==> src/rtl/sams_pkg.sv <==
`default_nettype none

package sams_pkg;

    localparam int DUTY_W = 15;

    typedef logic [1:0] t_kind;
    localparam t_kind KIND_TICK = 2'd0;
    localparam t_kind KIND_CMD  = 2'd1;
    localparam t_kind KIND_TILT = 2'd2;

    typedef logic [1:0] t_slope;
    localparam t_slope SLOPE_FLAT = 2'd0;
    localparam t_slope SLOPE_UP   = 2'd1;
    localparam t_slope SLOPE_DOWN = 2'd2;

    typedef logic [1:0] t_cfg_idx;
    localparam t_cfg_idx CFG_UPHILL   = 2'd0;
    localparam t_cfg_idx CFG_DOWNHILL = 2'd1;
    localparam t_cfg_idx CFG_IGNORE   = 2'd2;
    localparam t_cfg_idx CFG_CRUISE   = 2'd3;

    localparam logic [7:0] CODE_REVERSE = 8'd0;
    localparam logic [7:0] CODE_BRAKE   = 8'd1;
    localparam logic [7:0] CODE_FWD_A   = 8'd2;
    localparam logic [7:0] CODE_FWD_B   = 8'd3;

    localparam logic [4:0] STEP_START = 5'd5;
    localparam logic [4:0] STEP_BACK  = 5'd10;
    localparam logic [4:0] STEP_HOLD  = 5'd15;
    localparam logic [4:0] STEP_END   = 5'd20;

    localparam logic [DUTY_W-1:0] DUTY_MAX       = 15'd20000;
    localparam logic [DUTY_W-1:0] DUTY_INIT      = 15'd3600;
    localparam logic [DUTY_W-1:0] DUTY_REVERSE   = 15'd3220;
    localparam logic [DUTY_W-1:0] DUTY_BRAKE     = 15'd3400;
    localparam logic [DUTY_W-1:0] DUTY_HOLD      = 15'd3720;
    localparam logic [DUTY_W-1:0] DUTY_RESUME    = 15'd3780;
    localparam logic [DUTY_W-1:0] DUTY_UP_BOOST  = 15'd3860;
    localparam logic [DUTY_W-1:0] DUTY_DOWN_FAST = 15'd3660;
    localparam logic [DUTY_W-1:0] DUTY_DOWN_MED  = 15'd3740;

    typedef struct packed {
        t_slope            slope;
        logic [7:0]        target;
        logic [9:0]        measured;
        logic [DUTY_W-1:0] duty;
    } t_reg_in;

endpackage

`default_nettype wire

==> src/rtl/sams_if.sv <==
`default_nettype none

interface sams_in_if;
    logic               valid;
    logic               ready;
    logic [1:0]         kind;
    logic [9:0]         revolutions;
    logic [7:0]         speed_code;
    logic signed [15:0] tilt;

    modport source (output valid, kind, revolutions, speed_code, tilt, input ready);
    modport sink   (input valid, kind, revolutions, speed_code, tilt, output ready);
endinterface

interface sams_out_if;
    logic        valid;
    logic        ready;
    logic        drive_written;
    logic [14:0] drive_duty;
    logic [7:0]  target_speed;
    logic [9:0]  measured_speed;
    logic [1:0]  slope;
    logic        reversing;

    modport source (output valid, drive_written, drive_duty, target_speed, measured_speed,
                    slope, reversing, input ready);
    modport sink   (input valid, drive_written, drive_duty, target_speed, measured_speed,
                    slope, reversing, output ready);
endinterface

interface sams_cfg_if;
    logic        valid;
    logic        ready;
    logic [1:0]  index;
    logic [15:0] data;

    modport source (output valid, index, data, input ready);
    modport sink   (input valid, index, data, output ready);
endinterface

`default_nettype wire

==> src/rtl/sams_regulator.sv <==
`default_nettype none

module sams_regulator
    import sams_pkg::*;
(
    input  t_reg_in           i_req,
    output logic [DUTY_W-1:0] o_duty
);

    logic signed [11:0]     d;
    logic signed [7:0]      delta;
    logic                   set_en;
    logic [DUTY_W-1:0]      set_val;
    logic signed [DUTY_W+1:0] sum;

    always_comb begin
        if (i_req.slope == SLOPE_DOWN) begin
            d = $signed({2'b00, i_req.measured}) - $signed({4'b0000, i_req.target});
        end else begin
            d = $signed({4'b0000, i_req.target}) - $signed({2'b00, i_req.measured});
        end
    end

    always_comb begin
        set_en  = 1'b0;
        set_val = DUTY_INIT;
        delta   = 8'sd0;
        if (i_req.slope == SLOPE_DOWN) begin
            priority if (d > 12'sd8) begin
                set_en  = 1'b1;
                set_val = DUTY_DOWN_FAST;
            end else if (d > 12'sd4) begin
                set_en  = 1'b1;
                set_val = DUTY_DOWN_MED;
            end else if (d == 12'sd4) begin
                delta = -8'sd60;
            end else if (d > 12'sd1) begin
                delta = -8'sd2;
            end else if (d < 12'sd0) begin
                delta = 8'sd1;
            end else begin
                delta = 8'sd0;
            end
        end else begin
            priority if (d > 12'sd5) begin
                if (i_req.slope == SLOPE_UP) begin
                    set_en  = 1'b1;
                    set_val = DUTY_UP_BOOST;
                end else begin
                    delta = 8'sd100;
                end
            end else if (d >= 12'sd4) begin
                delta = 8'sd60;
            end else if (d > 12'sd1) begin
                delta = 8'sd2;
            end else if (d < -12'sd2) begin
                delta = -8'sd10;
            end else if (d < 12'sd0) begin
                delta = -8'sd2;
            end else begin
                delta = 8'sd0;
            end
        end
    end

    assign sum = $signed({2'b00, i_req.duty}) + (DUTY_W+2)'(delta);

    always_comb begin
        if (set_en) begin
            o_duty = set_val;
        end else if (sum < 0) begin
            o_duty = '0;
        end else if (sum > $signed({2'b00, DUTY_MAX})) begin
            o_duty = DUTY_MAX;
        end else begin
            o_duty = sum[DUTY_W-1:0];
        end
    end

endmodule

`default_nettype wire

==> src/rtl/slope_aware_motor_speed_controller.sv <==
// Throughput: one request per cycle while the output is not stalled; input register, update logic, result register.
// A waiting result holds one more request in the input register, then the input stalls.
// Reset (synchronous, active low): duty 3600, target 0, flat, not reversing,
// registers at 46 / -150 / 0 / 6, both pipeline stages empty.
`default_nettype none

module slope_aware_motor_speed_controller
    import sams_pkg::*;
(
    input  wire         i_clk,
    input  wire         i_rst_n,
    sams_in_if.sink     i_in,
    sams_out_if.source  o_out,
    sams_cfg_if.sink    i_cfg
);

    // configuration
    logic signed [15:0] r_up_thr;
    logic signed [15:0] r_down_thr;
    logic               r_ignore_tilt;
    logic [7:0]         r_cruise;

    // input stage
    logic               r_iv;
    t_kind              r_kind;
    logic [9:0]         r_revs;
    logic [7:0]         r_code;
    logic signed [15:0] r_tilt;

    // state
    logic [DUTY_W-1:0]  r_duty_setting, n_duty_setting;
    logic [7:0]         r_required, n_required;
    t_slope             r_slope, n_slope;
    logic               r_rev_active, n_rev_active;
    logic [4:0]         r_rev_step, n_rev_step;
    logic [7:0]         r_last_cmd, n_last_cmd;
    logic [9:0]         r_last_meas, n_last_meas;

    // result stage
    logic               r_ov;
    logic               r_written, n_written;
    logic [DUTY_W-1:0]  r_duty, n_duty;

    logic               out_free;
    logic               fire;
    logic               in_acc;
    t_reg_in            reg_req;
    logic [DUTY_W-1:0]  reg_duty;

    assign out_free    = !r_ov || o_out.ready;
    assign fire        = r_iv && out_free;
    assign i_in.ready  = !r_iv || out_free;
    assign in_acc      = i_in.valid && i_in.ready;
    assign i_cfg.ready = 1'b1;

    assign reg_req.slope    = r_slope;
    assign reg_req.target   = r_required;
    assign reg_req.measured = r_revs;
    assign reg_req.duty     = r_duty_setting;

    sams_regulator u_reg (
        .i_req  (reg_req),
        .o_duty (reg_duty)
    );

    always_comb begin
        n_duty_setting = r_duty_setting;
        n_required     = r_required;
        n_slope        = r_slope;
        n_rev_active   = r_rev_active;
        n_rev_step     = r_rev_step;
        n_last_cmd     = r_last_cmd;
        n_last_meas    = r_last_meas;
        n_written      = 1'b0;
        n_duty         = '0;
        unique case (r_kind)
            KIND_TICK: begin
                n_last_meas = r_revs;
                if (r_required != 8'd0) begin
                    n_duty_setting = reg_duty;
                    n_written      = 1'b1;
                    n_duty         = reg_duty;
                end
            end
            KIND_CMD: begin
                if (!r_rev_active && r_code != r_last_cmd) begin
                    n_last_cmd = r_code;
                    if (r_code == CODE_REVERSE) begin
                        n_required   = 8'd0;
                        n_rev_active = 1'b1;
                        n_rev_step   = STEP_START;
                    end else if (r_code == CODE_BRAKE) begin
                        n_required     = 8'd0;
                        n_rev_active   = 1'b0;
                        n_written      = 1'b1;
                        n_duty         = (r_last_cmd == CODE_REVERSE) ? DUTY_HOLD : DUTY_BRAKE;
                        n_duty_setting = DUTY_RESUME;
                    end else if (r_code == CODE_FWD_A || r_code == CODE_FWD_B) begin
                        n_required   = r_cruise;
                        n_rev_active = 1'b0;
                    end
                end
            end
            KIND_TILT: begin
                if (r_rev_active) begin
                    n_rev_step = r_rev_step + 5'd1;
                    if (r_rev_step == STEP_START || r_rev_step == STEP_HOLD) begin
                        n_written = 1'b1;
                        n_duty    = DUTY_INIT;
                    end else if (r_rev_step == STEP_BACK) begin
                        n_written = 1'b1;
                        n_duty    = DUTY_REVERSE;
                    end else if (r_rev_step > STEP_END) begin
                        n_written      = 1'b1;
                        n_duty         = DUTY_REVERSE;
                        n_rev_active   = 1'b0;
                        n_duty_setting = DUTY_RESUME;
                    end
                end
                if (r_ignore_tilt) begin
                    n_slope = SLOPE_FLAT;
                end else if (r_tilt > r_up_thr) begin
                    n_slope = SLOPE_UP;
                end else if (r_tilt < r_down_thr) begin
                    n_slope = SLOPE_DOWN;
                end else begin
                    n_slope = SLOPE_FLAT;
                end
            end
            default: begin
            end
        endcase
    end

    always_ff @(posedge i_clk) begin
        if (!i_rst_n) begin
            r_up_thr      <= 16'sd46;
            r_down_thr    <= -16'sd150;
            r_ignore_tilt <= 1'b0;
            r_cruise      <= 8'd6;
        end else if (i_cfg.valid) begin
            unique case (i_cfg.index)
                CFG_UPHILL:   r_up_thr      <= i_cfg.data;
                CFG_DOWNHILL: r_down_thr    <= i_cfg.data;
                CFG_IGNORE:   r_ignore_tilt <= i_cfg.data[0];
                CFG_CRUISE:   r_cruise      <= i_cfg.data[7:0];
                default: begin
                end
            endcase
        end
    end

    always_ff @(posedge i_clk) begin
        if (!i_rst_n) begin
            r_iv <= 1'b0;
        end else if (in_acc) begin
            r_iv <= 1'b1;
        end else if (fire) begin
            r_iv <= 1'b0;
        end
    end

    always_ff @(posedge i_clk) begin
        if (in_acc) begin
            r_kind <= i_in.kind;
            r_revs <= i_in.revolutions;
            r_code <= i_in.speed_code;
            r_tilt <= i_in.tilt;
        end
    end

    always_ff @(posedge i_clk) begin
        if (!i_rst_n) begin
            r_duty_setting <= DUTY_INIT;
            r_required     <= 8'd0;
            r_slope        <= SLOPE_FLAT;
            r_rev_active   <= 1'b0;
            r_rev_step     <= 5'd0;
            r_last_cmd     <= 8'd0;
            r_last_meas    <= 10'd0;
        end else if (fire) begin
            r_duty_setting <= n_duty_setting;
            r_required     <= n_required;
            r_slope        <= n_slope;
            r_rev_active   <= n_rev_active;
            r_rev_step     <= n_rev_step;
            r_last_cmd     <= n_last_cmd;
            r_last_meas    <= n_last_meas;
        end
    end

    always_ff @(posedge i_clk) begin
        if (!i_rst_n) begin
            r_ov <= 1'b0;
        end else if (fire) begin
            r_ov <= 1'b1;
        end else if (o_out.ready) begin
            r_ov <= 1'b0;
        end
    end

    always_ff @(posedge i_clk) begin
        if (fire) begin
            r_written <= n_written;
            r_duty    <= n_duty;
        end
    end

    // status fields follow the state registers, which only move when a result loads
    assign o_out.valid          = r_ov;
    assign o_out.drive_written  = r_written;
    assign o_out.drive_duty     = r_duty;
    assign o_out.target_speed   = r_required;
    assign o_out.measured_speed = r_last_meas;
    assign o_out.slope          = r_slope;
    assign o_out.reversing      = r_rev_active;

endmodule

`default_nettype wire

==> src/flat_wrapper.sv <==
// flat-port wrapper written by rule: the top's interface ports become plain ports
module slope_aware_motor_speed_controller_flat import sams_pkg::*;
  (i_clk, i_rst_n, i_in_valid, i_in_kind, i_in_revolutions, i_in_speed_code, i_in_tilt, i_in_ready, o_out_valid, o_out_drive_written, o_out_drive_duty, o_out_target_speed, o_out_measured_speed, o_out_slope, o_out_reversing, o_out_ready, i_cfg_valid, i_cfg_index, i_cfg_data, i_cfg_ready);
  sams_in_if i_in_i ();
  sams_out_if o_out_i ();
  sams_cfg_if i_cfg_i ();
  input  wire i_clk;
  input  wire i_rst_n;
  input wire logic [$bits(i_in_i.valid)-1:0] i_in_valid;
  input wire logic [$bits(i_in_i.kind)-1:0] i_in_kind;
  input wire logic [$bits(i_in_i.revolutions)-1:0] i_in_revolutions;
  input wire logic [$bits(i_in_i.speed_code)-1:0] i_in_speed_code;
  input wire logic [$bits(i_in_i.tilt)-1:0] i_in_tilt;
  output wire logic [$bits(i_in_i.ready)-1:0] i_in_ready;
  output wire logic [$bits(o_out_i.valid)-1:0] o_out_valid;
  output wire logic [$bits(o_out_i.drive_written)-1:0] o_out_drive_written;
  output wire logic [$bits(o_out_i.drive_duty)-1:0] o_out_drive_duty;
  output wire logic [$bits(o_out_i.target_speed)-1:0] o_out_target_speed;
  output wire logic [$bits(o_out_i.measured_speed)-1:0] o_out_measured_speed;
  output wire logic [$bits(o_out_i.slope)-1:0] o_out_slope;
  output wire logic [$bits(o_out_i.reversing)-1:0] o_out_reversing;
  input wire logic [$bits(o_out_i.ready)-1:0] o_out_ready;
  input wire logic [$bits(i_cfg_i.valid)-1:0] i_cfg_valid;
  input wire logic [$bits(i_cfg_i.index)-1:0] i_cfg_index;
  input wire logic [$bits(i_cfg_i.data)-1:0] i_cfg_data;
  output wire logic [$bits(i_cfg_i.ready)-1:0] i_cfg_ready;
  assign i_in_i.valid = i_in_valid;
  assign i_in_i.kind = i_in_kind;
  assign i_in_i.revolutions = i_in_revolutions;
  assign i_in_i.speed_code = i_in_speed_code;
  assign i_in_i.tilt = i_in_tilt;
  assign i_in_ready = i_in_i.ready;
  assign o_out_valid = o_out_i.valid;
  assign o_out_drive_written = o_out_i.drive_written;
  assign o_out_drive_duty = o_out_i.drive_duty;
  assign o_out_target_speed = o_out_i.target_speed;
  assign o_out_measured_speed = o_out_i.measured_speed;
  assign o_out_slope = o_out_i.slope;
  assign o_out_reversing = o_out_i.reversing;
  assign o_out_i.ready = o_out_ready;
  assign i_cfg_i.valid = i_cfg_valid;
  assign i_cfg_i.index = i_cfg_index;
  assign i_cfg_i.data = i_cfg_data;
  assign i_cfg_ready = i_cfg_i.ready;
  slope_aware_motor_speed_controller u_core (.i_clk(i_clk), .i_rst_n(i_rst_n), .i_in(i_in_i), .o_out(o_out_i), .i_cfg(i_cfg_i));
endmodule
==> config.mk <==
export PLATFORM = sky130hd
export DESIGN_NAME = slope_aware_motor_speed_controller_flat
export DESIGN_NICKNAME = d
export VERILOG_FILES = /design/src/rtl/sams_pkg.sv /design/src/rtl/sams_if.sv /design/src/rtl/sams_regulator.sv /design/src/rtl/slope_aware_motor_speed_controller.sv /design/src/flat_wrapper.sv
export SDC_FILE = /design/constraint.sdc
export NUM_CORES = 1
export LEC_CHECK = 0
export ABC_AREA = 1
export BUFFER_PORTS_ARGS = -buffer_cell sky130_fd_sc_hd__clkbuf_2
export CORE_UTILIZATION = 50
export CTS_CLUSTER_DIAMETER = 40
export DETAILED_ROUTE_END_ITERATION = 8
export PLACE_DENSITY = 0.72
export SLEW_MARGIN = 20
export SYNTH_ARGS = -nofsm -noshare
export SYNTH_HDL_FRONTEND = slang
export SYNTH_SLANG_ARGS = --single-unit
==> constraint.sdc <==
create_clock -name i_clk -period 5.3 [get_ports i_clk]
set_input_delay 0 -clock i_clk [delete_from_list [all_inputs] [get_ports i_clk]]
set_output_delay 0 -clock i_clk [all_outputs]
set_load 0.03 [all_outputs]
# After elaboration in Yosys (flattened, before gate mapping)
# Index checks and enable logic that the tools add are counted.
dict set report totals {
  word_cells 168
  register_bits 144
  output_inout_bits 40
}
dict set report classes {
  n_mux 77
  magnitude_cmp 12
  add_sub_neg 4
  reduce_logical 31
  eq_ne 25
}
# operator count
set op_table {}
lappend op_table {{two-way mux 15 bit} 19}
lappend op_table {{two-way mux 8 bit} 15}
lappend op_table {{one-hot mux 15 bit (3 select lines)} 2}
lappend op_table {{two-way mux 1 bit} 26}
lappend op_table {{greater-than comparator 12 x 4 -> 1 bit (second input constant)} 2}
lappend op_table {{two-way mux 12 bit} 2}
lappend op_table {{two-way mux 9 bit} 2}
lappend op_table {{adder 16 x 8 -> 17 bit} 1}
lappend op_table {{greater-than comparator 17 x 16 -> 1 bit (second input constant)} 1}
lappend op_table {{less-than comparator 17 x 1 -> 1 bit (second input constant)} 1}
lappend op_table {{== test 8 x 2 -> 1 bit (second input constant)} 2}
lappend op_table {{greater-than comparator 16 bit} 1}
lappend op_table {{zero test 8 bit} 2}
lappend op_table {{less-than comparator 16 bit} 1}
lappend op_table {{two-way mux 5 bit} 3}
lappend op_table {{== test 12 x 4 -> 1 bit (second input constant)} 1}
lappend op_table {{>= comparator 12 x 4 -> 1 bit (second input constant)} 1}
lappend op_table {{greater-than comparator 12 x 2 -> 1 bit (second input constant)} 1}
lappend op_table {{greater-than comparator 12 x 5 -> 1 bit (second input constant)} 1}
lappend op_table {{less-than comparator 12 x 1 -> 1 bit (second input constant)} 1}
lappend op_table {{less-than comparator 12 x 2 -> 1 bit (second input constant)} 1}
lappend op_table {{inequality test 2 x 1 -> 1 bit (second input constant)} 6}
lappend op_table {{AND reduction 2 bit} 6}
lappend op_table {{subtractor 10 x 8 -> 11 bit} 1}
lappend op_table {{28 further kinds} 50}

# Depth between registers and ports, before layout
dict set report depth {
  ltp_word 16
  depth_mapped 43
  mapped_depth_nobuf 42
}

# Cells and area by module
# A second synthesis with hierarchy kept.
dict set report hier_totals {
  cells_unflattened 1216
  hier_area_um2 9038.7
}
# module area_per_inst_um2 cells_per_inst seq_area_each_um2 n_inst
set by_module_without_submodules {}
lappend by_module_without_submodules {slope_aware_motor_speed_controller 6573.8 768 3403.3 1}
lappend by_module_without_submodules {sams_regulator 2464.9 448 0.0 1}

# Least setup slack after synthesis
# Ideal clock, no wire load.
dict set report synth_path {
  kind {flip-flop to flip-flop}
  start {reg u_core.r_required[0] (netlist: u_core.o_out.target_speed[0])}
  end {reg u_core.r_duty[11] (netlist: u_core.o_out.drive_duty[11]) (data pin)}
  arrival_time_ps 4547
  setup_slack_ps 504
  setup_time_ps 250
  path_stages_with_launch 40
  cell_sequence {dfxtp_1 -> inv_1 -> ha_1 -> inv_1 -> fa_1 -> nand3_1 -> nand3_1 -> nand2_1 -> nand2_1 -> nand2_1 -> nand2_1 -> nand2_1 -> nand2_1 -> nand2_1 -> nor2_4 -> nand3_2 -> nand3_1 -> nor2_1 -> (+4 left out) -> nand2_1 -> o21ai_0 -> nand3_1 -> nand3_1 -> xor2_1 -> inv_1 -> nor2_1 -> inv_1 -> nor2_1 -> nand3_1 -> nand3_2 -> nand2_4 -> nand2_4 -> nand2_4 -> nor2_2 -> nand2_1 -> nand2_1 -> inv_1}
}
dict set report synth_via {
  elab_chain_cells 16
}
# item line_no
set synth_rtl {}
lappend synth_rtl {{start, declared} slope_aware_motor_speed_controller.sv:32} ;# logic [7:0] r_required, n_required;
lappend synth_rtl {{start signal, assigned} slope_aware_motor_speed_controller.sv:183} ;# r_required <= n_required;
lappend synth_rtl {{subtractor 8 x 10 -> 11 bit or subtractor 10 x 8 -> 11 bit (tied branches)} {sams_regulator.sv:20, sams_regulator.sv:18}}
lappend synth_rtl {{two-way mux 12 bit} sams_regulator.sv:17} ;# if (i_req.slope == SLOPE_DOWN) begin
lappend synth_rtl {{less-than comparator 12 x 1 -> 1 bit} {sams_regulator.sv:39, sams_regulator.sv:58}}
lappend synth_rtl {{two-way mux 1 bit or two-way mux 8 bit (tied branches)} {sams_regulator.sv:39, sams_regulator.sv:58}}
lappend synth_rtl {{two-way mux 8 bit (on tied branches)} {sams_regulator.sv:37, sams_regulator.sv:56}}
lappend synth_rtl {{two-way mux 8 bit (on tied branches)} {sams_regulator.sv:35, sams_regulator.sv:54}}
lappend synth_rtl {{two-way mux 8 bit (on tied branches)} {sams_regulator.sv:32, sams_regulator.sv:52}}
lappend synth_rtl {{two-way mux 8 bit (on tied branches)} {sams_regulator.sv:29, sams_regulator.sv:45}}
lappend synth_rtl {{two-way mux 8 bit} sams_regulator.sv:28} ;# if (i_req.slope == SLOPE_DOWN) begin
lappend synth_rtl {{adder 16 x 8 -> 17 bit} sams_regulator.sv:66} ;# assign sum = $signed({2'b00, i_req.duty}) + (DUTY_W+2)'(delta);
lappend synth_rtl {{greater-than comparator 17 x 16 -> 1 bit} sams_regulator.sv:73} ;# end else if (sum > $signed({2'b00, DUTY_MAX})) begin
lappend synth_rtl {{two-way mux 15 bit} sams_regulator.sv:73}
lappend synth_rtl {{two-way mux 15 bit} sams_regulator.sv:71} ;# end else if (sum < 0) begin
lappend synth_rtl {{two-way mux 15 bit} sams_regulator.sv:69} ;# if (set_en) begin
lappend synth_rtl {{two-way mux 15 bit (*)} slope_aware_motor_speed_controller.sv:79} ;# if (r_required != 8'd0) begin
lappend synth_rtl {{one-hot mux 15 bit (3 select lines) (*)} slope_aware_motor_speed_controller.sv:76} ;# unique case (r_kind)
lappend synth_rtl {{net u_core.n_duty[11]} slope_aware_motor_speed_controller.sv:42} ;# logic [DUTY_W-1:0] r_duty, n_duty;
lappend synth_rtl {{end signal, assigned} slope_aware_motor_speed_controller.sv:205} ;# r_duty <= n_duty;
lappend synth_rtl {{end, declared} slope_aware_motor_speed_controller.sv:42}
# The timed path passes the listed nets; every way through them passes the cells marked *.
# A chain may end at the register's enable or synchronous reset.

# Worst setup path in the final report
dict set report layout_path {
  start {reg u_core.r_revs[0]}
  end {reg u_core.r_duty[8] (netlist: u_core.o_out.drive_duty[8]) (data pin)}
}
dict set report layout_via {
  elab_chain_cells 16
}
# item line_no
set layout_rtl {}
lappend layout_rtl {{start, declared} slope_aware_motor_speed_controller.sv:26} ;# logic [9:0] r_revs;
lappend layout_rtl {{start signal, assigned} slope_aware_motor_speed_controller.sv:166} ;# r_revs <= i_in.revolutions;
lappend layout_rtl {{subtractor 8 x 10 -> 11 bit or subtractor 10 x 8 -> 11 bit (tied branches)} {sams_regulator.sv:20, sams_regulator.sv:18}}
lappend layout_rtl {{two-way mux 12 bit (*)} sams_regulator.sv:17}
lappend layout_rtl {{less-than comparator 12 x 1 -> 1 bit} {sams_regulator.sv:39, sams_regulator.sv:58}}
lappend layout_rtl {{two-way mux 1 bit or two-way mux 8 bit (tied branches)} {sams_regulator.sv:39, sams_regulator.sv:58}}
lappend layout_rtl {{two-way mux 8 bit (on tied branches)} {sams_regulator.sv:37, sams_regulator.sv:56}}
lappend layout_rtl {{two-way mux 8 bit (on tied branches)} {sams_regulator.sv:35, sams_regulator.sv:54}}
lappend layout_rtl {{two-way mux 8 bit (on tied branches)} {sams_regulator.sv:32, sams_regulator.sv:52}}
lappend layout_rtl {{two-way mux 8 bit (on tied branches)} {sams_regulator.sv:29, sams_regulator.sv:45}}
lappend layout_rtl {{two-way mux 8 bit} sams_regulator.sv:28}
lappend layout_rtl {{adder 16 x 8 -> 17 bit} sams_regulator.sv:66}
lappend layout_rtl {{greater-than comparator 17 x 16 -> 1 bit} sams_regulator.sv:73}
lappend layout_rtl {{two-way mux 15 bit} sams_regulator.sv:73}
lappend layout_rtl {{two-way mux 15 bit} sams_regulator.sv:71}
lappend layout_rtl {{two-way mux 15 bit (*)} sams_regulator.sv:69}
lappend layout_rtl {{two-way mux 15 bit (*)} slope_aware_motor_speed_controller.sv:79}
lappend layout_rtl {{one-hot mux 15 bit (3 select lines) (*)} slope_aware_motor_speed_controller.sv:76}
lappend layout_rtl {{net u_core.n_duty[8]} slope_aware_motor_speed_controller.sv:42}
# Marks and branches as above.

==> impl_metrics.tcl <==
set metrics [dict create \
    status "finished, final reports clean" \
    setup_viol 0 \
    dp_cells 1431 \
    antenna_found_initial 0 \
    worst-setup-path-type "flop to flop" \
    num_rows 47 \
    synth_area_leaders "dfxtp_1, edfxtp_1, ha_1" \
    crit_fanout 5 \
    max_stage_delay_ns 0.48 \
    utilization_pct 65.3 \
    crit_top_cell "nand2_1" \
    drive_above_1_share_pct 17.4 \
    die_area_mm2 0.0179 \
    worst_ep_required_time_ns 5.47 \
    grt_overflow 0 \
    antennaDiodeCount 0 \
    final_cells 1531 \
    mostFrequentLayoutCells "nand2_1, inv_1, clkbuf_2, dfxtp_1, nor2_1" \
    finalHoldViolCount 0 \
    cts.path.max_buffers 2 \
    post-route-min-period_ns 5.01 \
    max_freq_ghz 0.200 \
    synth_area_leader_cell "dfxtp_1" \
    tritoncts "done" \
    clk_latency_ns 0.43 \
    drv_slew 0 \
    finalWirelength_mm 23.8 \
    yosysSeqAreaShare_pct 39.3 \
    synth_flop_cell "dfxtp_1" \
    vias 8214 \
    place_hpwl_mm 16.7 \
    cts_root_buf "clkbuf_16" \
    routedWlPerCell_um 15.5 \
    synthToLayoutAreaGrowth_pct 26.3 \
    layout_commonest_cell "nand2_1" \
    clockPowerShare_pct 39.7 \
    fin_skew_ns 0.0115 \
    grt_start_max_net_pins 53 \
    fin_tns_setup_ns 0 \
    placement.cell_area_mm2 0.00942 \
    power_leakage_nw 5.02 \
    hold_end "u_core.r_cruise[2]" \
    drt_iter0_markers 586 \
    period_share_pct 94.5 \
    h-tree-depth 4 \
    synth_area_mm2 0.00867 \
    avgSynthCellArea_um2 7.70 \
    worstHoldStart "i_rst_n" \
    grt_pass1_vias 7722 \
    power_frac_seq_pct 42.1 \
    p_int_mw 2.10 \
    reg2reg_from "u_core.r_revs[0]" \
    cts_buffers 17 \
    drt-pass1-iter-count 8 \
    grt_usage_pct 26.6 \
    nets 1433 \
    rrSetupSlack_ns 0.29 \
    drc 0 \
    r2r-end "u_core.o_out.drive_duty[8]" \
    start_kind "flop" \
    synth_top_area_share_pct 21.3 \
    max-vdd-ir-drop_mv 0.239 \
    holdWs_ns 0.127 \
    ant_nets 0 \
    async_flop_share_pct 0 \
    ys_types 49 \
    hold_class "primary input to flop" \
    totalPowerFinal_mw 2.91 \
    rr_worst_depth 33 \
    gp_congestion 0.948 \
    worst-slew-pin-transition_ns 0.956 \
    start_util_pct 51.7 \
    p_sw_uw 815 \
    cts_sinks 144 \
    powerDensity_mw_per_mm2 266 \
    ys_warn_count 0 \
    ys_seq_elements 144 \
    fp.dieW_um 134 \
    worstPathArrival_ns 5.18 \
    slew-limit-headroom_pct 35.7 \
    place_ws_ns 0.0949 \
    syn-instance-count 1126 \
    final_cell_area_mm2 0.0109 \
    portBuffers 97 \
    setup_slack_ns 0.289 \
    sw_frac_of_total_pct 28.0 \
    grt_pass1_wl_mm 37.4 \
    core_mm2 0.0168 \
    fp.dieH_um 134 \
    min_path_cells 3 \
    synth_edf_count 52 \
    end_kind "flop" \
    combPwrFrac_pct 18.2 \
    io_pins 99 \
    critPathSlowestCell "fa_1" \
    maxCapViolations 0 \
    syn-num-nets 1260 \
    vias_per_cell 5.37 \
    clkTransAtPathRegs_ns 0.06 \
]
==> kinds of logic after synthesis <==
kind of cell | count (synthesis) | synth area share, %
AO/OA/AOI/OAI | 205 | 13.5
XOR/XNOR | 21 | 2.12
adder cells (fa/ha/maj) | 75 | 11.1
buffers and inverters | 200 | 8.96
flip-flops | 144 | 39.3
other | 1 | 0.0433
AND/OR/NAND/NOR | 480 | 25.0
==> layer usage <==
| layer | GRT usage, % | vias up | wire [um] | share of wire (%) |
|---|---|---|---|---|
| met5 | 0 | - | 0 | 0 |
| met4 | 9.91 | 0 | 517 | 2.2 |
| met3 | 5.02 | 44 | 1440 | 6.0 |
| met2 | 44.6 | 270 | 11300 | 48 |
| met1 | 34.1 | 3810 | 10500 | 44 |
| li1 | - | 4090 | - | - |
==> flip-flops by register name, summed over array words and instances, names as in the netlist, 8 cells and up <==
signal / count
u_core.o_out.drive_duty: 15
u_core.o_out.measured_speed: 10
u_core.o_out.target_speed: 8
u_core.r_code: 8
u_core.r_cruise: 8
u_core.r_down_thr: 16
u_core.r_duty_setting: 15
u_core.r_last_cmd: 8
u_core.r_revs: 10
u_core.r_tilt: 16
u_core.r_up_thr: 16
==> cell type report <==
type / instances / area [um^2]
Timing Repair Buffer: 179 / 1260
Clock buffer: 20 / 447
Fill cell: 1437 / 5810
Clock inverter: 11 / 114
Sequential cell: 144 / 3400
Inverter: 175 / 666
Tap cell: 220 / 275
Multi-Input combinational cell: 782 / 4780
==> power groups by stage <==
stage          Sequential (mW)  Combinational, mW  Clock [mW]
2_1_floorplan             1.25              0.308           0
3_3_place_gp              1.25              0.431           0
3_5_place_dp              1.25              0.438           0
4_1_cts                   1.22              0.477        1.17
5_1_grt                   1.23              0.582        1.21
6_report                  1.23              0.529        1.16
==> how the worst max path moves through the flow <==
stage                                  from                           to  slack (ns)  cells past startpoint
2_1_floorplan  u_core.o_out.target_speed[0]  u_core.o_out.drive_duty[11]        0.50                     39
3_3_place_gp               u_core.r_revs[0]  u_core.o_out.drive_duty[10]        0.07                     39
3_5_place_dp               u_core.r_revs[0]  u_core.o_out.drive_duty[11]        0.09                     39
4_1_cts                    u_core.r_revs[0]  u_core.o_out.drive_duty[11]        0.04                     39
5_1_grt                    u_core.r_revs[0]  u_core.o_out.drive_duty[10]       -0.05                     34
6_report                   u_core.r_revs[0]   u_core.o_out.drive_duty[8]        0.29                     33
==> Yosys cell counts, types with 2 or more instances <==
| cell | number |
|---|---|
| o21ai_0 | 52 |
| nand4_1 | 13 |
| or2_2 | 2 |
| or3_1 | 2 |
| o21a_1 | 3 |
| nor2_2 | 5 |
| a211oi_1 | 14 |
| nand2_4 | 5 |
| inv_2 | 3 |
| dfxtp_1 | 92 |
| o211ai_1 | 18 |
| nor2_4 | 4 |
| nand3_1 | 74 |
| edfxtp_1 | 52 |
| nor3_1 | 17 |
| nand2_1 | 237 |
| a21o_1 | 3 |
| fa_1 | 3 |
| nand3b_1 | 2 |
| nor4_1 | 15 |
| inv_1 | 167 |
| buf_4 | 3 |
| nor2_1 | 88 |
| buf_2 | 2 |
| nand2_2 | 6 |
| xor2_1 | 17 |
| xnor2_1 | 4 |
| ha_1 | 72 |
| clkinv_1 | 4 |
| clkbuf_1 | 19 |
| o21ai_1 | 6 |
| nand3_2 | 6 |
| o21bai_1 | 4 |
| a21oi_1 | 92 |
| a31oi_1 | 6 |
==> repair_timing <==
| action | in CTS | in global routing |
|---|---|---|
| endpoints found under the hold margin | 79 | 0 |
| resized for setup | 0 | 64 |
| endpoints found under the setup margin | 0 | 30 |
| hold buffers | 59 | 0 |
| buffers inserted | 0 | 10 |
==> worst max-delay path, delay by kind of cell, from the launching register on <==
kind,cells,cell delay (ns)
and+or+nand+nor,18,1.57
DFF,1,0.38
adders and majority gates,3,1.09
xor gates and xnor gates,1,0.30
AOI/OAI and AO/OA,5,0.79
buffers and inverters,6,0.61
(Power assumes the default switching activity.)
